### src/sv/frame_average_motion_mask_defines.svh
// Assertion helpers used by the frame average motion mask RTL.
`ifndef FRAME_AVERAGE_MOTION_MASK_DEFINES_SVH
`define FRAME_AVERAGE_MOTION_MASK_DEFINES_SVH

// Same-cycle implication, checked out of reset.
`define FAM_ASSERT_NOW(lbl, clk, rst_n, ante, cons, msg) \
  lbl: assert property (@(posedge clk) disable iff (!rst_n) (ante) |-> (cons)) \
    else $error(msg);

// Next-cycle implication, checked out of reset.
`define FAM_ASSERT_NEXT(lbl, clk, rst_n, ante, cons, msg) \
  lbl: assert property (@(posedge clk) disable iff (!rst_n) (ante) |=> (cons)) \
    else $error(msg);

`endif

### src/sv/fam_pkg.sv
package fam_pkg;

  // Block dimensions
  localparam int FRAMES = 8;
  localparam int PIXELS = 16384;

  localparam int PIX_W   = 8;
  localparam int POS_W   = $clog2(PIXELS);
  localparam int SLOT_W  = $clog2(FRAMES);
  localparam int SUM_MAX = 255 * FRAMES;
  localparam int SUM_W   = $clog2(SUM_MAX + 1);
  localparam int THR_W   = 11;
  localparam int DIFF_W  = (SUM_W > THR_W) ? SUM_W : THR_W;

  // Mask codes
  localparam logic [PIX_W-1:0] MASK_ON  = 8'd255;
  localparam logic [PIX_W-1:0] MASK_OFF = 8'd0;

  // Configuration map: register index is paddr[2]
  localparam int CFG_ADDR_W = 3;
  localparam int CFG_DATA_W = 32;
  localparam logic REG_DIFF_THRESHOLD = 1'b0;

  // One memory row: running sum plus the ring of past values at one position
  typedef struct packed {
    logic [SUM_W-1:0]             sum;
    logic [FRAMES-1:0][PIX_W-1:0] hist;
  } row_t;

  // Item held in the read stage
  typedef struct packed {
    logic              valid;
    logic [PIX_W-1:0]  pix;
    logic              fend;
    logic [SLOT_W-1:0] slot;
    logic [POS_W-1:0]  pos;
    logic              fwd;
  } s1_item_t;

endpackage

### src/sv/fam_row_update.sv
module fam_row_update (
  input  fam_pkg::s1_item_t         item,
  input  fam_pkg::row_t             rd_row,
  input  fam_pkg::row_t             fwd_row,
  output fam_pkg::row_t             new_row,
  output logic [fam_pkg::SUM_W-1:0] diff
);

  fam_pkg::row_t             cur_row;
  logic [fam_pkg::PIX_W-1:0] oldest;
  logic [fam_pkg::SUM_W-1:0] scaled;

  // Take the row just written when the previous request hit the same position
  assign cur_row = item.fwd ? fwd_row : rd_row;
  assign oldest  = cur_row.hist[item.slot];
  assign scaled  = fam_pkg::SUM_W'(item.pix) * fam_pkg::SUM_W'(fam_pkg::FRAMES);

  // Absolute difference between the sum and the scaled pixel
  assign diff = (cur_row.sum >= scaled) ? (cur_row.sum - scaled) : (scaled - cur_row.sum);

  // Swap the oldest value for the new one
  always_comb begin
    new_row                = cur_row;
    new_row.sum            = cur_row.sum - fam_pkg::SUM_W'(oldest)
                           + fam_pkg::SUM_W'(item.pix);
    new_row.hist[item.slot] = item.pix;
  end

endmodule

### config.mk
export PLATFORM = sky130hd
export DESIGN_NAME = fam_row_update
export DESIGN_NICKNAME = d
export VERILOG_FILES = /design/src/sv/frame_average_motion_mask_defines.svh /design/src/sv/fam_pkg.sv /design/src/sv/fam_row_update.sv
export SDC_FILE = /design/constraint.sdc
export NUM_CORES = 1
export LEC_CHECK = 0
export BUFFER_PORTS_ARGS = -buffer_cell sky130_fd_sc_hd__buf_2
export CORE_AREA = 2 2 103 105
export DETAILED_ROUTE_END_ITERATION = 10
export DIE_AREA = 0 0 105 107
export PLACE_DENSITY = 0.76
export REMOVE_ABC_BUFFERS = 1
export SYNTH_ARGS = -nofsm -noshare
export SYNTH_HDL_FRONTEND = slang
export SYNTH_SLANG_ARGS = --single-unit
### constraint.sdc
create_clock -name vclk -period 10.1
set_input_delay 3.03 -clock vclk [all_inputs]
set_output_delay 3.03 -clock vclk [all_outputs]
set_load 0.01 [all_outputs]
## Word level (Yosys, flattened, before mapping)

Index checks and enable logic that the tools add are counted.

- Flip-flop bits (word level): 0
- Latch bits: 0
- RAM bits: 0
- Bits in read-only memories: 0
- Bits of input ports: 178
- Output and inout port bits: 86
- Logic and storage cells: 15
- Memories: 0

- Add/subtract/negate cells: 4
- Multipliers: 0
- Div/mod/pow operators: 0
- Magnitude comparators: 3
- Eq/ne operators: 0
- Shift operators: 0
- Multiplexer cells: 7
- Bitwise logic cells: 0
- Reduce and logical (&&, ||, !) cells: 1

Operators with widths:

| kind | count |
|---|---|
| 2-to-1 mux 75 bit | 1 |
| bitwise mux 64 bit | 1 |
| binary-select mux 8 bit (select 3 bit) | 1 |
| demux 8 bit (select 3 bit) | 1 |
| subtractor 11 bit | 2 |
| 2-to-1 mux 8 bit | 2 |
| adder 11 x 8 -> 11 bit | 1 |
| >= comparator 11 bit | 1 |
| 2-to-1 mux 11 bit | 1 |
| subtractor 11 x 8 -> 11 bit | 1 |
| < comparator 3 x 4 -> 1 bit (second input constant) | 1 |
| >= comparator 3 x 1 -> 1 bit (second input constant) | 1 |
| logical AND 1 bit | 1 |

## Logic depth before layout (Yosys ltp)

Gate-level depths: netlist of the first run.

- Depth in word-level cells: 5
- Depth in mapped cells: 16
- Gate-level depth less buffers: 14

## Least setup slack after synthesis of the first run

OpenSTA, ideal clock, no wires.

- Path type: input to output
- Start: in item[0] (netlist name)
- End: out new_row[73] (netlist name)
- Arrival time: 6.499 ns
- Required time: 7.070 ns
- Path slack: 0.571 ns
- Stages: 14
- Path buffers: 2
- Cells stage by stage: buf_2 clkbuf_1 mux2i_1 o22ai_1 or4_1 fa_1 inv_1 ha_1 a21oi_1 o211ai_1 a2111oi_0 o21bai_1 a21oi_1 xnor2_1

RTL lines:

| element | RTL line | text |
|---|---|---|
| from (decl) | fam_row_update.sv:2 | `input fam_pkg::s1_item_t item,` |
| to (decl) | fam_row_update.sv:5 | `output fam_pkg::row_t new_row,` |

==> results by group, run 1 <==
Outcome
  • Outcome: complete, no violations

Route
  • DR WL/cell: 15.41 um
  • Vias post-DR: 4,294
  • TritonRoute pass-1 iters: 4
  • Post-route DRC violation count: 0
  • Post-DRT Antenna Nets: 0
  • Vias per cell: 5.094
  • Drt first-iter violations: 188
  • Routed WL: 12.99 mm

Cells and area
  • Seq Cell Count: 0
  • Fill count: 1,077
  • Final Non-Filler Cells: 843
  • Layout cells sized above 1: 0.3943
  • Layout Area Growth over Synthesis: 46.91%
  • Sequential Area: 0 sq um
  • Area occupied by multi-input gates: 2846 sq um
  • Clock Buffer Count: 0
  • Net count reported at finish: 920

Place
  • I/O Buffers: 248
  • Dpl cells: 841
  • DP Worst Slack: 0.2387 ns
  • Final RePlAce weighted congestion: 0.9466
  • Detailed Place HPWL: 11.23 mm

Setup path
  • Worst EP arrival: 6.76 ns
  • WP data required: 7.07 ns
  • CP startpoint: item[0]
  • Critical Path Source Type: input port
  • Crit Path Class: input port to output pin
  • Crit-path max FO: 16
  • Type of destination of the critical path: output pin

Global routing
  • First-pass GRT wire length: 19.62 mm
  • Largest net degree at the start of global routing: 17
  • GRT Overall Usage: 0.2141
  • Gr ovfl total: 0
  • Initial antenna violation count: 2
  • Vias in the first global route: 3,937

Yosys
  • Syn Inst Count: 469
  • Yosys warns: 0
  • Share of Yosys cell area claimed by the top area cell type: 0.2553
  • Yosys top cell by area: mux2i_1
  • Top cells by area, synth: mux2i_1 (26%), a21oi_1 (13%), ha_1 (10%)
  • Top-count cell post-synth: a21oi_1
  • Seq/Total Area, Yosys: 0
  • Post-synthesis instance area: 3137 sq um
  • Synth cell count leaders: a21oi_1 (81), mux2i_1 (80), nor2_1 (70), inv_1 (38), o22ai_1 (32)
  • Synth unique cells: 42
  • Avg Synthesized Cell Area: 6.688 sq um

Clocking
  • Number of gates resized after CTS: 0
  • # hold bufs at CTS: 0
  • Post CTS Setup Buffer Count: 0

Power and ir drop
  • Leakage Power: 2.586 nW
  • P per Cell Area: 85.18 nW/um^2
  • Peak VDD IR: 0.04039 mV

Timing
  • Max Freq: 102.2 MHz
  • Final hold violations: 0
  • Period utilization: 0.9689
  • Final critical-path required period: 9.786 ns
  • Final setup viols: 0
  • Worst Tran Pin Value: 0.5318 ns
  • Unrepaired setup endpoints after global routing: no
  • Setup_tns: 0 ns
  • Max-slew violation count: 0
  • Final hold slack: 6.459 ns
  • Slack of the critical path: 0.3145 ns
  • Slew margin rel.: 0.6443

Die
  • Die Area: 11,240 sq um
  • Top-Level Pins: 264
  • Row count: 37
  • Area of the core: 10,090 sq um
  • Die H: 107 um
  • Starting density of the core: 0.3108
  • Die width: 105 um

Worst hold path
  • Hold Path Class: input port to output pin
  • Worst Hold Launch: rd_row[31]

Job
  • Max Cap Viol: 0
[logic make-up after synthesis]
logic type / share of synthesized area
multiplexers: 0.2637
XOR/XNOR: 0.05026
AND/OR/NAND/NOR: 0.1739
buffers and inverters: 0.09294
adder cells (fa/ha/maj): 0.1611
AO/OA/AOI/OAI: 0.2581
[worst paths after layout]
kind / depth (start not counted) / to / slack [ns]
max: 15 / new_row[73] / 0.31
min: 4 / new_row[31] / 6.46
[layout by cell type, fill, tap and decap left out, drive strengths merged, types with 4 or more instances in the layout]
master	instances
mux2i	80
fa	9
nor3	4
or4	8
nand2	8
xnor2	10
buf	273
inv	38
o21ai	15
nand2b	6
o22ai	32
o21bai	4
xor2	8
nor2	70
a21oi	81
ha	26
[critical path, cell delays in order]
cell       delay, ns
buf_4           0.22
buf_12          0.19
buf_4           0.15
mux2i_1         0.22
o22ai_1         0.11
or4_1           0.60
fa_1            0.55
inv_1           0.04
ha_1            0.30
o21a_1          0.19
a2111oi_1       0.50
o21bai_1        0.16
a21oi_1         0.21
xnor2_1         0.13
buf_2           0.15
[layout make-up]
type	instances	share of cell area
tap	136	0.03693
multi-input combinational	394	0.6177
timing repair buffer	273	0.3133
inverter	38	0.03095
antenna	2	0.001086
[per-stage QoR]
stage | total power [W] | util | cell area (sq um)
finish | 0.0003925 | 0.4566 | 4608
detailed placement | 0.0003922 | 0.4560 | 4602
CTS | 0.0003941 | 0.4560 | 4602
floorplan | 0.0002300 | - | 2988
global placement | 0.0003888 | 0.4560 | 4602
global route | 0.0004339 | 0.4566 | 4608
[report_power, final]
group | switching (W) | internal [W]
registers | 0 | 0
logic | 0.000217 | 0.000176
clock network | 0 | 0.0000000000265
total | 0.000217 | 0.000176
[per-layer routing]
layer,GRT usage,routed length [um],part of all wire,vias to the layer above
met1,0.2896,5691,0.44,1954
met4,0.03714,180,0.014,0
met2,0.3766,6341,0.49,170
met5,0,0,0,-
li1,-,-,-,2156
met3,0.01641,776,0.060,14
Power figures use the tool's default switching activity.
==> inputs of run 2 (changes only) <==
--- a/config.mk
+++ b/config.mk
@@ -6,10 +6,11 @@
 export NUM_CORES = 1
 export LEC_CHECK = 0
 export BUFFER_PORTS_ARGS = -buffer_cell sky130_fd_sc_hd__buf_2
-export CORE_AREA = 2 2 103 105
+export CAP_MARGIN = 10
+export CORE_AREA = 2 2 102 104
 export DETAILED_ROUTE_END_ITERATION = 10
-export DIE_AREA = 0 0 105 107
-export PLACE_DENSITY = 0.76
+export DIE_AREA = 0 0 104 106
+export PLACE_DENSITY = 0.77
 export REMOVE_ABC_BUFFERS = 1
 export SYNTH_ARGS = -nofsm -noshare
 export SYNTH_HDL_FRONTEND = slang
==> constraint.sdc (replaced) <==
create_clock -name vclk -period 10.1
set_input_delay 0 -clock vclk [all_inputs]
set_output_delay 0 -clock vclk [all_outputs]
set_load 0.01 [all_outputs]
==> run 2 against run 1 <==
Net effect: wire length rose by 1.9%; non-clock buffer count down 19; core utilization shrank 1.2 points; sequential cell count unchanged; total power down 1.6%; combinational power down 2%; cell count is 2.5% lower; global-route usage up 1.1 points; fmax increased by 120%; count of clock-buffer cells in the layout unchanged; via count fell by 0.51%; setup slack improved by 5.3 ns; critical path type unchanged; largest cell class unchanged; highest routed layer unchanged.
==> results by group, run 2 (synthesized netlist as in run 1, its figures left out) <==
Cells and area
  • Area occupied by multi-input gates: 2845 sq um
  • Commonest non-fill, non-tap cell in the layout: buf_2
  • Sequential Area: 0 sq um
  • Layout Utilization: 0.4447
  • Seq Cell Count: 0
  • Layout Area Growth over Synthesis: 41.76%
  • Net count reported at finish: 901
  • Most frequent cells in the layout: buf_2 (247), a21oi_1 (81), mux2i_1 (80)
  • Final Non-Filler Cells: 822
  • Layout cells sized above 1: 0.3776
  • Ant. Diodes: 0
  • Clock Buffer Count: 0
  • Fill count: 1,089

Global routing
  • Met2 Resource Use GR: 0.4074
  • GR peak layer: met2
  • GR Layer Usage met3: 0.01471
  • GR Util met1: 0.2979
  • Vias in the first global route: 3,956
  • Initial antenna violation count: 0
  • Gr ovfl total: 0
  • First-pass GRT wire length: 20.24 mm
  • GRT Overall Usage: 0.2252
  • Largest net degree at the start of global routing: 59

Timing
  • Final critical-path required period: 4.521 ns
  • Slew margin rel.: 0.3766
  • Unrepaired setup endpoints after global routing: no
  • Slack of the critical path: 5.579 ns
  • Period utilization: 0.4476
  • Max Freq: 221.2 MHz
  • Final setup viols: 0
  • Final hold violations: 0
  • Worst Tran Pin Value: 0.9351 ns
  • Setup_tns: 0 ns
  • Max-slew violation count: 0

Setup path
  • Crit-path max FO: 58
  • Type of destination of the critical path: output pin
  • CP max stage delay: 0.78 ns
  • Critical Path Source Type: input port
  • Crit Path Class: input port to output pin
  • Worst EP arrival: 4.52 ns
  • CP Cell Sequence: buf_4 -> buf_4 -> mux2i_1 -> o22ai_1 -> or4_1 -> fa_1 -> inv_1 -> ha_1 -> a21oi_1 -> o211ai_1 -> a2111oi_0 -> o21bai_1 -> a21oi_1 -> xnor2_1 -> buf_2
  • Bufs and invs on worst path: 4
  • Worst path slowest cell: buf_4
  • WP data required: 10.10 ns
  • CP top delay family: compound AO/OA/AOI/OAI gates

Die
  • Die Area: 11,020 sq um
  • Row count: 37
  • Die width: 104 um
  • Area of the core: 10000 sq um
  • Die H: 106 um
  • Top-Level Pins: 264
  • Starting density of the core: 0.3137

Route
  • Post-route DRC violation count: 0
  • Drt first-iter violations: 264
  • Routed WL: 13.24 mm
  • Vias post-DR: 4,272
  • DR WL/cell: 16.11 um
  • Post-DRT Antenna Nets: 0
  • TritonRoute pass-1 iters: 6
  • Vias per cell: 5.197

Power and ir drop
  • Comb power frac: 1.000
  • Clock share of power: 0
  • Leakage Power: 2.494 nW
  • P per Cell Area: 86.82 nW/um^2
  • Internal power: 0.0001716 W
  • Sequential Power Share: 0
  • Switching Share: 0.5554
  • Net switching power: 0.0002144 W
  • Peak VDD IR: 0.04526 mV

Place
  • DP Worst Slack: 5.576 ns
  • I/O Buffers: 248
  • Final RePlAce weighted congestion: 0.9203
  • Dpl cells: 822
  • Detailed Place HPWL: 11.07 mm

Clocking
  • Number of gates resized after CTS: 0
  • Post CTS Setup Buffer Count: 0
  • # hold bufs at CTS: 0

Outcome
  • Outcome: complete, no violations

Worst hold path
  • Hold Path Class: input port to output pin

Job
  • Max Cap Viol: 0
run 2: cell types whose count changed in the layout (fill, tap and decap cells not counted):
cell       previous run  this run
buf_4                25         7
diode_2               2         0
a2111oi_0             0         1
a2111oi_1             1         0
buf_12                1         0
run 2: worst paths after layout:
path	start	endpoint	slack, ns	cells after the start
worst max-delay path	item[0]	new_row[73]	5.58	15
worst min-delay path	rd_row[55]	new_row[55]	0.41	4
run 2: final cells by class:
class / instances / area share
multi-input combinational: 394 / 0.6398
timing repair buffer: 254 / 0.2898
tap: 136 / 0.03827
inverter: 38 / 0.03208
run 2: power by group through the flow:
stage | registers (W) | logic (W) | clock network, W
after floorplan | 0 | 0.000230 | 0
after global routing | 0 | 0.000426 | 0
after CTS | 0 | 0.000388 | 0
after global placement | 0 | 0.000382 | 0
final | 0 | 0.000386 | 0
after detailed placement | 0 | 0.000386 | 0
run 2: routing by layer:
| metal | share of wire | vias to the layer above |
|---|---|---|
| met5 | 0 | - |
| met4 | 0.017 | 0 |
| met3 | 0.075 | 14 |
| met2 | 0.49 | 219 |
| met1 | 0.42 | 1924 |
| li1 | - | 2115 |
run 2: stage by stage:
stage | area [sq um] | total power [W] | hold WS [ns]
final | 4447 | 0.0003861 | 0.4058
after CTS | 4447 | 0.0003878 | 0.4071
after global routing | 4447 | 0.0004265 | 0.4378
after floorplan | 2988 | 0.0002300 | 0.1460
after detailed placement | 4447 | 0.0003863 | 0.3993
after global placement | 4447 | 0.0003825 | 0.4086
